## config.mk

```make
export PLATFORM = sky130hd
export DESIGN_NAME = rtc_prescaled_counter_alarm_top
export DESIGN_NICKNAME = d
export VERILOG_FILES = /design/src/sv/rtc_pca_pkg.sv /design/src/sv/rtc_prescaled_counter_alarm_top.sv
export SDC_FILE = /design/constraint.sdc
export NUM_CORES = 1
export LEC_CHECK = 0
export ABC_AREA = 1
export BUFFER_PORTS_ARGS = -buffer_cell sky130_fd_sc_hd__buf_2
export CAP_MARGIN = 20
export CORE_ASPECT_RATIO = 0.5
export CORE_MARGIN = 2
export CORE_UTILIZATION = 60
export DETAILED_ROUTE_END_ITERATION = 16
export PLACE_DENSITY = 0.79
export SLEW_MARGIN = 15
export SYNTH_ARGS = -nofsm -noshare
export SYNTH_HDL_FRONTEND = slang
export SYNTH_SLANG_ARGS = --single-unit
```

## constraint.sdc

```tcl
create_clock -name aclk -period 2.7 [get_ports aclk]
set_input_delay 0.54 -clock aclk [delete_from_list [all_inputs] [get_ports aclk]]
set_output_delay 0.54 -clock aclk [all_outputs]
set_load 0.03 [all_outputs]
```

## src/sv/rtc_pca_pkg.sv

```systemverilog
package rtc_pca_pkg;

    // Default width of the prescaler and divider.
    localparam int unsigned DIVIDER_BITS_DEF = 20;

    // Prescaler value after reset, before masking to the divider width.
    localparam logic [31:0] PRESCALE_RESET = 32'd32767;

    // Alarm value after reset.
    localparam logic [31:0] ALARM_RESET = 32'hFFFF_FFFF;

    // Command carried in tuser.
    typedef enum logic [1:0] {
        CMD_TICK  = 2'd0,
        CMD_READ  = 2'd1,
        CMD_WRITE = 2'd2
    } cmd_t;

    // Register map.
    localparam logic [3:0] REG_CRH  = 4'd0;
    localparam logic [3:0] REG_CRL  = 4'd1;
    localparam logic [3:0] REG_PRLH = 4'd2;
    localparam logic [3:0] REG_PRLL = 4'd3;
    localparam logic [3:0] REG_DIVH = 4'd4;
    localparam logic [3:0] REG_DIVL = 4'd5;
    localparam logic [3:0] REG_CNTH = 4'd6;
    localparam logic [3:0] REG_CNTL = 4'd7;
    localparam logic [3:0] REG_ALRH = 4'd8;
    localparam logic [3:0] REG_ALRL = 4'd9;

    // Bit positions of the status flags and interrupt enables.
    localparam int unsigned FLAG_SEC  = 0;
    localparam int unsigned FLAG_ALR  = 1;
    localparam int unsigned FLAG_OVF  = 2;
    localparam int unsigned FLAG_SYNC = 3;

    // Control register low half: config mode and write-busy bit positions.
    localparam int unsigned CRL_CNF  = 4;
    localparam int unsigned CRL_BUSY = 5;

endpackage

```

## src/sv/rtc_prescaled_counter_alarm_top.sv

```systemverilog
// Real-time clock with prescaler, 32-bit seconds counter and alarm, driven
// through a stream interface. Every input item is one of three commands,
// carried in s_tuser: a clock tick, a read of one 16-bit register or a write
// of one 16-bit register. The register index and write data travel in s_tdata.
//
// Every accepted item produces exactly one result item on the master side,
// holding the read data (zero for anything other than a read) and the two
// interrupt lines as they stand after that item has taken effect.
//
// Throughput is one item per clock cycle while the receiver does not stall.
// The clock state registers and the result register are both loaded at the
// edge that accepts the item, so the whole update is a single pass of logic
// from the state registers back into themselves.
//
// When the receiver stalls, the result stays in the output register and
// s_tready drops until it is taken; s_tready is high whenever the output
// register is empty or is being emptied in the same cycle.
//
// Reset (aresetn low at a rising edge) clears the divider, counter, flags,
// config mode and enables, loads the prescaler with 32767 and the alarm with
// all ones, and empties the output register.
module rtc_prescaled_counter_alarm_top #(
    parameter int unsigned DIVIDER_BITS = rtc_pca_pkg::DIVIDER_BITS_DEF
) (
    input  logic        aclk,
    input  logic        aresetn,

    input  logic        s_tvalid,
    output logic        s_tready,
    input  logic [23:0] s_tdata,   // [3:0] reg_index, [19:4] write_data, [23:20] zero
    input  logic [1:0]  s_tuser,   // [1:0] cmd

    output logic        m_tvalid,
    input  logic        m_tready,
    output logic [23:0] m_tdata    // [15:0] read_data, [16] irq_global, [17] irq_alarm,
                                   // [23:18] zero
);

    // Clock state.
    logic [DIVIDER_BITS-1:0] div_reg, div_next;
    logic [DIVIDER_BITS-1:0] presc_reg, presc_next;
    logic [31:0]             cnt_reg, cnt_next;
    logic [31:0]             alarm_reg, alarm_next;
    logic [3:0]              flags_reg, flags_next;
    logic                    cnf_reg, cnf_next;
    logic [2:0]              irq_en_reg, irq_en_next;

    // Output register.
    logic        m_valid_reg;
    logic [15:0] rdata_reg;
    logic        irq_global_reg;
    logic        irq_alarm_reg;

    // Decoded input item.
    rtc_pca_pkg::cmd_t cmd;
    logic [3:0]        reg_index;
    logic [15:0]       write_data;
    logic              accept;

    // Values computed for the result.
    logic [15:0] rdata;
    logic        irq_global;
    logic        irq_alarm;

    // Wide views of the divider and prescaler so the halves can be sliced at
    // any divider width.
    logic [31:0] div_wide;
    logic [31:0] presc_wide;
    logic [31:0] cnt_inc;

    assign cmd        = rtc_pca_pkg::cmd_t'(s_tuser[1:0]);
    assign reg_index  = s_tdata[3:0];
    assign write_data = s_tdata[19:4];

    // The output register frees itself when its item is taken, so a new item
    // may enter in the same cycle.
    assign s_tready = !m_valid_reg || m_tready;
    assign accept   = s_tvalid && s_tready;

    assign div_wide   = 32'(div_reg);
    assign presc_wide = 32'(presc_reg);
    assign cnt_inc    = cnt_reg + 32'd1;

    // Next state and read data for the item at the input.
    always_comb begin
        div_next    = div_reg;
        presc_next  = presc_reg;
        cnt_next    = cnt_reg;
        alarm_next  = alarm_reg;
        flags_next  = flags_reg;
        cnf_next    = cnf_reg;
        irq_en_next = irq_en_reg;
        rdata       = 16'd0;

        case (cmd)
            rtc_pca_pkg::CMD_TICK: begin
                // A divider already at zero reloads and marks one second.
                if (div_reg == '0) begin
                    div_next = presc_reg;
                    cnt_next = cnt_inc;
                    flags_next[rtc_pca_pkg::FLAG_SEC] = 1'b1;
                    if (cnt_inc == 32'd0) begin
                        flags_next[rtc_pca_pkg::FLAG_OVF] = 1'b1;
                    end
                    if (cnt_inc == alarm_reg) begin
                        flags_next[rtc_pca_pkg::FLAG_ALR] = 1'b1;
                    end
                end else begin
                    div_next = div_reg - 1'b1;
                end
                flags_next[rtc_pca_pkg::FLAG_SYNC] = 1'b1;
            end
            rtc_pca_pkg::CMD_READ: begin
                unique case (reg_index)
                    rtc_pca_pkg::REG_CRH:  rdata = {13'd0, irq_en_reg};
                    rtc_pca_pkg::REG_CRL:  rdata = {10'd0, 1'b1, cnf_reg, flags_reg};
                    rtc_pca_pkg::REG_DIVH: rdata = div_wide[31:16];
                    rtc_pca_pkg::REG_DIVL: rdata = div_wide[15:0];
                    rtc_pca_pkg::REG_CNTH: rdata = cnt_reg[31:16];
                    rtc_pca_pkg::REG_CNTL: rdata = cnt_reg[15:0];
                    default:               rdata = 16'd0;
                endcase
            end
            rtc_pca_pkg::CMD_WRITE: begin
                unique case (reg_index)
                    rtc_pca_pkg::REG_CRH: begin
                        irq_en_next = write_data[2:0];
                    end
                    rtc_pca_pkg::REG_CRL: begin
                        // Writing a zero clears a flag; a one leaves it.
                        flags_next = flags_reg & write_data[3:0];
                        cnf_next   = write_data[rtc_pca_pkg::CRL_CNF];
                    end
                    rtc_pca_pkg::REG_PRLH: begin
                        if (cnf_reg) begin
                            presc_next = DIVIDER_BITS'({write_data, presc_wide[15:0]});
                        end
                    end
                    rtc_pca_pkg::REG_PRLL: begin
                        if (cnf_reg) begin
                            presc_next = DIVIDER_BITS'({presc_wide[31:16], write_data});
                        end
                    end
                    rtc_pca_pkg::REG_CNTH: begin
                        if (cnf_reg) begin
                            cnt_next = {write_data, cnt_reg[15:0]};
                        end
                    end
                    rtc_pca_pkg::REG_CNTL: begin
                        if (cnf_reg) begin
                            cnt_next = {cnt_reg[31:16], write_data};
                        end
                    end
                    rtc_pca_pkg::REG_ALRH: begin
                        if (cnf_reg) begin
                            alarm_next = {write_data, alarm_reg[15:0]};
                        end
                    end
                    rtc_pca_pkg::REG_ALRL: begin
                        if (cnf_reg) begin
                            alarm_next = {alarm_reg[31:16], write_data};
                        end
                    end
                    default: begin
                    end
                endcase
            end
            default: begin
            end
        endcase
    end

    // Interrupt lines reflect the state after the item.
    assign irq_global = (flags_next[rtc_pca_pkg::FLAG_SEC] & irq_en_next[rtc_pca_pkg::FLAG_SEC])
                      | (flags_next[rtc_pca_pkg::FLAG_OVF] & irq_en_next[rtc_pca_pkg::FLAG_OVF]);
    assign irq_alarm  = flags_next[rtc_pca_pkg::FLAG_ALR] & irq_en_next[rtc_pca_pkg::FLAG_ALR];

    // State registers.
    always_ff @(posedge aclk) begin
        if (!aresetn) begin
            div_reg    <= '0;
            presc_reg  <= DIVIDER_BITS'(rtc_pca_pkg::PRESCALE_RESET);
            cnt_reg    <= 32'd0;
            alarm_reg  <= rtc_pca_pkg::ALARM_RESET;
            flags_reg  <= 4'd0;
            cnf_reg    <= 1'b0;
            irq_en_reg <= 3'd0;
        end else if (accept) begin
            div_reg    <= div_next;
            presc_reg  <= presc_next;
            cnt_reg    <= cnt_next;
            alarm_reg  <= alarm_next;
            flags_reg  <= flags_next;
            cnf_reg    <= cnf_next;
            irq_en_reg <= irq_en_next;
        end
    end

    // Output register.
    always_ff @(posedge aclk) begin
        if (!aresetn) begin
            m_valid_reg <= 1'b0;
        end else if (s_tready) begin
            m_valid_reg <= s_tvalid;
        end
    end

    always_ff @(posedge aclk) begin
        if (accept) begin
            rdata_reg      <= rdata;
            irq_global_reg <= irq_global;
            irq_alarm_reg  <= irq_alarm;
        end
    end

    assign m_tvalid = m_valid_reg;
    assign m_tdata  = {6'd0, irq_alarm_reg, irq_global_reg, rdata_reg};

    // A tick always leaves the sync flag set.
    a_tick_sets_sync: assert property (@(posedge aclk) disable iff (!aresetn)
        accept && cmd == rtc_pca_pkg::CMD_TICK |=> flags_reg[rtc_pca_pkg::FLAG_SYNC])
        else $error("sync flag not set after a tick");

    // A running divider steps down by one on a tick.
    a_div_step: assert property (@(posedge aclk) disable iff (!aresetn)
        accept && cmd == rtc_pca_pkg::CMD_TICK && div_reg != '0
        |=> div_reg == $past(div_reg) - 1'b1)
        else $error("divider did not count down");

    // The write-busy bit reads back as one in every read of the control register low half.
    a_busy_reads_one: assert property (@(posedge aclk) disable iff (!aresetn)
        accept && cmd == rtc_pca_pkg::CMD_READ && reg_index == rtc_pca_pkg::REG_CRL
        |=> m_tdata[rtc_pca_pkg::CRL_BUSY])
        else $error("write-busy bit read as zero");

    // Without an accepted item the counter holds.
    a_cnt_holds: assert property (@(posedge aclk) disable iff (!aresetn)
        !accept |=> $stable(cnt_reg))
        else $error("counter changed without an item");

endmodule
```

; ---- After elaboration in Yosys (flattened, before gate mapping)
; Index checks and enable logic that the tools add are counted.
[totals]
regBits = 131
latchBits = 0
ramBits = 0
mem_bits_ro = 0
out_inout_bits = 26
elab_cells = 80
mem_count = 0
[op_classes]
add_sub_neg = 2
n_mul = 0
div_mod_pow = 0
n_lt_le_gt_ge = 0
n_eq_ne = 19
shifts = 0
muxes = 18
n_bitwise = 9
n_reduce_logical = 17
[ops]
columns = op, count
row1 = one-hot mux 32 bit (2 select lines), 3
row2 = one-hot mux 16 bit (6 select lines), 1
row3 = two-way mux 32 bit, 2
row4 = two-way mux 20 bit, 2
row5 = one-hot mux 20 bit (2 select lines), 1
row6 = adder 32 x 1 -> 32 bit (second input constant), 1
row7 = equality test 32 bit, 1
row8 = zero test 32 bit, 1
row9 = two-way mux 16 bit, 2
row10 = zero test 20 bit, 1
row11 = AND reduction 5 bit, 4
row12 = subtractor 20 x 1 -> 20 bit (second input constant), 1
row13 = equality test 4 x 3 -> 1 bit (second input constant), 4
row14 = AND reduction 6 bit, 2
row15 = two-way mux 3 bit, 3
row16 = equality test 4 x 2 -> 1 bit (second input constant), 2
row17 = equality test 4 bit (second input constant), 2
row18 = != test 2 bit (second input constant), 4
row19 = one-hot mux 4 bit (2 select lines), 1
row20 = != test 2 x 1 -> 1 bit (second input constant), 3
row21 = AND reduction 3 bit, 2
row22 = AND 4 bit, 1
row23 = equality test 4 x 1 -> 1 bit (second input constant), 1
row24 = zero test 4 bit, 1
row25 = other kinds (13), 19

; ---- Longest topological paths before layout
[logic_depth]
word_depth = 7
ltp_mapped = 19

; ---- Worst setup path after synthesis
; No wires, ideal clock.
[synth_path]
kind = in2reg
startpoint = input m_tready
endpoint = register presc_reg[0]
arrival_time_ps = 2116
required_ps = 2562
setup_slack_ps = 446
path_stages = 10
path_buffers = 1
cell_sequence = inv_1 nand2_1 nand2_1 nor2_1 inv_1 nor3_2 clkinv_1 clkbuf_1 nand2_1 o211ai_1
[synth_via]
elab_chain_cells = 3
[synth_lines]
columns = element, line
row1 = "start, declared", rtc_prescaled_counter_alarm_top.sv:34  ; input logic m_tready,
row2 = logical OR 1 bit, rtc_prescaled_counter_alarm_top.sv:77  ; assign s_tready = !m_valid_reg || m_tready;
row3 = net s_tready, rtc_prescaled_counter_alarm_top.sv:29  ; output logic s_tready,
row4 = logical AND 1 bit, rtc_prescaled_counter_alarm_top.sv:78  ; assign accept = s_tvalid && s_tready;
row5 = AND reduction 5 bit (no source line), --
row6 = "end signal, assigned", rtc_prescaled_counter_alarm_top.sv:182  ; presc_reg <= DIVIDER_BITS'(rtc_pca_pkg::PRESCALE_RESET);
row7 = "end signal, assigned", rtc_prescaled_counter_alarm_top.sv:190  ; presc_reg <= presc_next;
row8 = "end, declared", rtc_prescaled_counter_alarm_top.sv:41  ; logic [DIVIDER_BITS-1:0] presc_reg, presc_next;
; The timed path passes the listed nets, and every way through them passes these cells.
; A chain may end at the register's enable or synchronous reset.

; ---- Worst setup path after layout
[layout_path]
startpoint = register cnt_reg[10]
endpoint = register irq_global_reg (data pin)
[layout_via]
elab_chain_cells = 7
[layout_lines]
columns = element, line
row1 = "start, declared", rtc_prescaled_counter_alarm_top.sv:42  ; logic [31:0] cnt_reg, cnt_next;
row2 = "start signal, assigned", rtc_prescaled_counter_alarm_top.sv:191  ; cnt_reg <= cnt_next;
row3 = adder 32 x 1 -> 32 bit, rtc_prescaled_counter_alarm_top.sv:82  ; assign cnt_inc = cnt_reg + 32'd1;
row4 = zero test 32 bit, rtc_prescaled_counter_alarm_top.sv:102  ; if (cnt_inc == 32'd0) begin
row5 = two-way mux 1 bit, rtc_prescaled_counter_alarm_top.sv:102
row6 = two-way mux 3 bit, rtc_prescaled_counter_alarm_top.sv:98  ; if (div_reg == '0) begin
row7 = one-hot mux 4 bit (2 select lines), rtc_prescaled_counter_alarm_top.sv:95  ; case (cmd)
row8 = AND 1 bit, rtc_prescaled_counter_alarm_top.sv:175  ; | (flags_next[rtc_pca_pkg::FLAG_OVF] & irq_en_next[rtc_pca_pkg::FLAG_OVF]);
row9 = bitwise OR 1 bit, rtc_prescaled_counter_alarm_top.sv:175
row10 = net irq_global, rtc_prescaled_counter_alarm_top.sv:62  ; logic irq_global;
row11 = "end signal, assigned", rtc_prescaled_counter_alarm_top.sv:211  ; irq_global_reg <= irq_global;
row12 = "end, declared", rtc_prescaled_counter_alarm_top.sv:51  ; logic irq_global_reg;
; The timed path passes the listed nets, and every way through them passes these cells.

==> flow_summary.ini <==
[hold_path]
hold_path.class = primary input to flip-flop
hp-start = s_tdata[11]
min_to = presc_reg[7]
hold_path_depth = 3

[final_layout]
synthToLayoutAreaGrowth_pct = 15.30
finish.instance_area_um2 = 8931
finish.net_count = 1227
nFillCells = 1093
drive_above_1_share = 0.1341
diodes = 0

[routing]
final_antenna_net_count = 0
drcViolationCount = 0
firstDrtPassIters = 6
route.final.wire_length_um = 26840
detail_route.wl_per_cell_um = 19.48
dr.first_iter.drc_count = 1106
via_count = 8341
vias_per_cell = 6.053

[worst_setup_path]
crit_start = cnt_reg[10]
worst_path_dominant_cell_family = simple AND/OR/NAND/NOR gates
critPathSlowestCell = sky130_fd_sc_hd__dfxtp_1
critPathBufInv = 0
critical_path_peak_fanout = 5
crit_chain = nand2_1, nor2_2, nand2_1, nor2_4, nand2_1, nand2_1, nand2_1, nor3_1, nand3_1, nor3_2, nand2_1, nand2_1, nand2_1, o21ai_2
worstPathArrival_ns = 2.83
cp.required_ns = 2.99
worst_reg_to_reg_cells = 14
rrSetupSlack_ns = 0.16
regToRegEndpoint = irq_global_reg
crit_path_frequent_cell = sky130_fd_sc_hd__nand2_1
critPathKind = flip-flop to flip-flop
cp-end-kind = flip-flop
max_stage_delay_ns = 0.40
crit-reg2reg-launch = cnt_reg[10]
cp-start-kind = flip-flop

[clock_network]
clockRootBuffer = sky130_fd_sc_hd__clkbuf_16
clkSinkCount = 131
tritoncts = done
cts-hold-fix-buffers = 0
ctsHtreeMaxLevel = 4
clock_insertion_delay_worst_skew_ns = 0.43
max-clock-path-buffers = 2
cts_bufs_inserted = 17
clkTransAtPathRegs_ns = 0.06

[synth]
dominantRegCellSynth = sky130_fd_sc_hd__dfxtp_1
postSynthRegisterBits = 131
synth_enable_flop_cells = 18
yosysUniqueCellTypes = 50
async_reset_ff_frac = 0
syn_inst = 1139
avgSynthCellArea_um2 = 6.801
ys.warnings.count = 0
yosys-top-cells-area = sky130_fd_sc_hd__dfxtp_1 29%, sky130_fd_sc_hd__nand2_1 13%, sky130_fd_sc_hd__edfxtp_1 7.0%, sky130_fd_sc_hd__inv_1 6.9%, sky130_fd_sc_hd__nor2_1 6.3%
synth_area_leader_cell = sky130_fd_sc_hd__dfxtp_1
syn-cell-area_um2 = 7746
synth_top_area_share = 0.2920
ys_seq_area_frac = 0.3618

[job]
max_cap_viol_count = 0

[pwr]
intPower_uw = 3876
p_seq_frac = 0.385
power.switching_fraction = 0.2975
total_power_uw = 5518
total_leakage_power_uw = 0.004160
p_clk_frac = 0.446
power_switching_uw = 1642
comb_power_share = 0.169
power.density_cell_area_nw_per_um2 = 617.9
ir_drop_worst_vdd_v = 0.0005112

[floorplan]
initial_core_utilization = 0.6135
fp-row-count = 29
die-width_um = 164.7
design.portCount = 56
die_area_um2 = 13890
die_height_um = 84.35
core_um2 = 12630

[sta]
hold_violations = 0
worstMarginPinSlew_ns = 0.7753
final.period_utilization = 0.9419
hold_ws_ns = 0.3616
fin_ws_ns = 0.1569
slew_violations = 0
setup_viol = 0
fmax_mhz = 393.2
finClkSkew_ns = 0.01016
slew_headroom = 0.4812
rsz0062_at_grt = false
final_period_minus_worst_setup_slack_ns = 2.543
setup_total_negative_slack_ns = 0

[global_routing]
first_global_vias = 7555
global_route.overflow_total = 0
grt_pass1_wl_um = 41250
track_usage = 0.3951
antenna_found_initial = 0
maximum_number_of_pins_on_one_net_before_global_route_repair = 40

[placement]
detailedPlacementHpwl_um = 19890
dpl_cell_area_um2 = 8244
placement.io_buffers = 45
gp_routability_congestion = 1.014
pre_cts_setup_slack_ns = 0.02522

[outcome]
result_of_the_run = completed
[area by class of cell]
cell class / instances / area (µm²) / area share
Clock inverter: 12 / 181.4 / 0.02031
Inverter: 149 / 559.3 / 0.06262
Tap cell: 170 / 212.7 / 0.02382
Clock buffer: 20 / 436.7 / 0.04889
Multi-Input combinational cell: 815 / 4235 / 0.4742
Sequential cell: 131 / 2810 / 0.3147
Timing Repair Buffer: 81 / 495.5 / 0.05548
[synth_stat cells (11+ instances only)]
library cell and count:
sky130_fd_sc_hd__o21ai_0 45, sky130_fd_sc_hd__nor2_1 131, sky130_fd_sc_hd__clkbuf_1 33, sky130_fd_sc_hd__o22ai_1 33
sky130_fd_sc_hd__nand2_2 13, sky130_fd_sc_hd__edfxtp_1 18, sky130_fd_sc_hd__nand3b_1 12, sky130_fd_sc_hd__nand2_1 277
sky130_fd_sc_hd__nand3_1 63, sky130_fd_sc_hd__a211oi_1 13, sky130_fd_sc_hd__xor2_1 11, sky130_fd_sc_hd__nor3_1 13
sky130_fd_sc_hd__nand4_1 11, sky130_fd_sc_hd__o211ai_1 53, sky130_fd_sc_hd__dfxtp_1 113, sky130_fd_sc_hd__inv_1 142
sky130_fd_sc_hd__a21oi_1 65
[through the flow]
stage                 util  instances
detailed placement  0.6529       1345
global placement    0.6529       1345
floorplan                -       1144
global route        0.7073       1378
CTS                 0.7018       1377
finish              0.7073       1378
[cell families after synthesis]
group                      share of synthesized area
and+or+nand+nor                               0.3042
AOI/OAI and AO/OA                             0.2008
buffers and inverters                         0.1008
adders and majority gates                   0.003230
xor gates and xnor gates                     0.02875
DFF                                           0.3618
other                                      0.0004841
[worst max path at each step]
stage | endpoint | slack (ns) | cells after the start
3_5_place_dp | irq_global_reg | 0.03 | 15
4_1_cts | irq_global_reg | 0.007 | 15
6_report | irq_global_reg | 0.16 | 14
2_1_floorplan | presc_reg[0] | 0.45 | 10
5_1_grt | irq_alarm_reg | 0.006 | 20
3_3_place_gp | irq_alarm_reg | 0.06 | 17
[routing by layer]
layer  share of wire  up-vias  global-route usage
met5               0        -                   0
met4           0.020        0              0.1115
met3            0.15       73              0.1131
met2            0.42      560              0.5869
met1            0.42     3785              0.5620
li1                -     3923                   -
[power groups by stage]
stage               Combinational (µW)  Sequential (µW)  Clock (µW)
finish                             930             2130        2460
global route                      1010             2130        2540
CTS                                887             2120        2460
detailed placement                 876             2160           0
global placement                   856             2160           0
floorplan                          588             2170           0
[worst min-delay path, delay by kind of cell]
| kind | cells | cell delay [ns] |
|---|---|---|
| AOI/OAI and AO/OA | 2 | 0.12 |
| buffers and inverters | 1 | 0.10 |
[what timing repair did]
| action | CTS | global route |
|---|---|---|
| resized for setup | 0 | 18 |
| setup endpoints to repair | 0 | 9 |
| setup buffers | 0 | 1 |
[placed cells by master (no fill, tap or decap), drive strengths merged, types with 2 or more instances in the layout]
master / count
xor2: 11
ha: 2
clkinv: 8
nor3: 14
o211ai: 53
xnor3: 3
nand3b: 12
conb: 6
nand3: 64
clkbuf: 20
a211oi: 13
xnor2: 4
a221oi: 4
nand4: 12
nor4: 4
nor2: 141
o221ai: 7
a2111oi: 2
o21ai: 51
a21oi: 68
inv: 148
nand2: 292
bufinv: 4
o22ai: 33
edfxtp: 18
a22oi: 10
buf: 81
dfxtp: 113
Note: power is estimated with default switching activity, not from simulation.
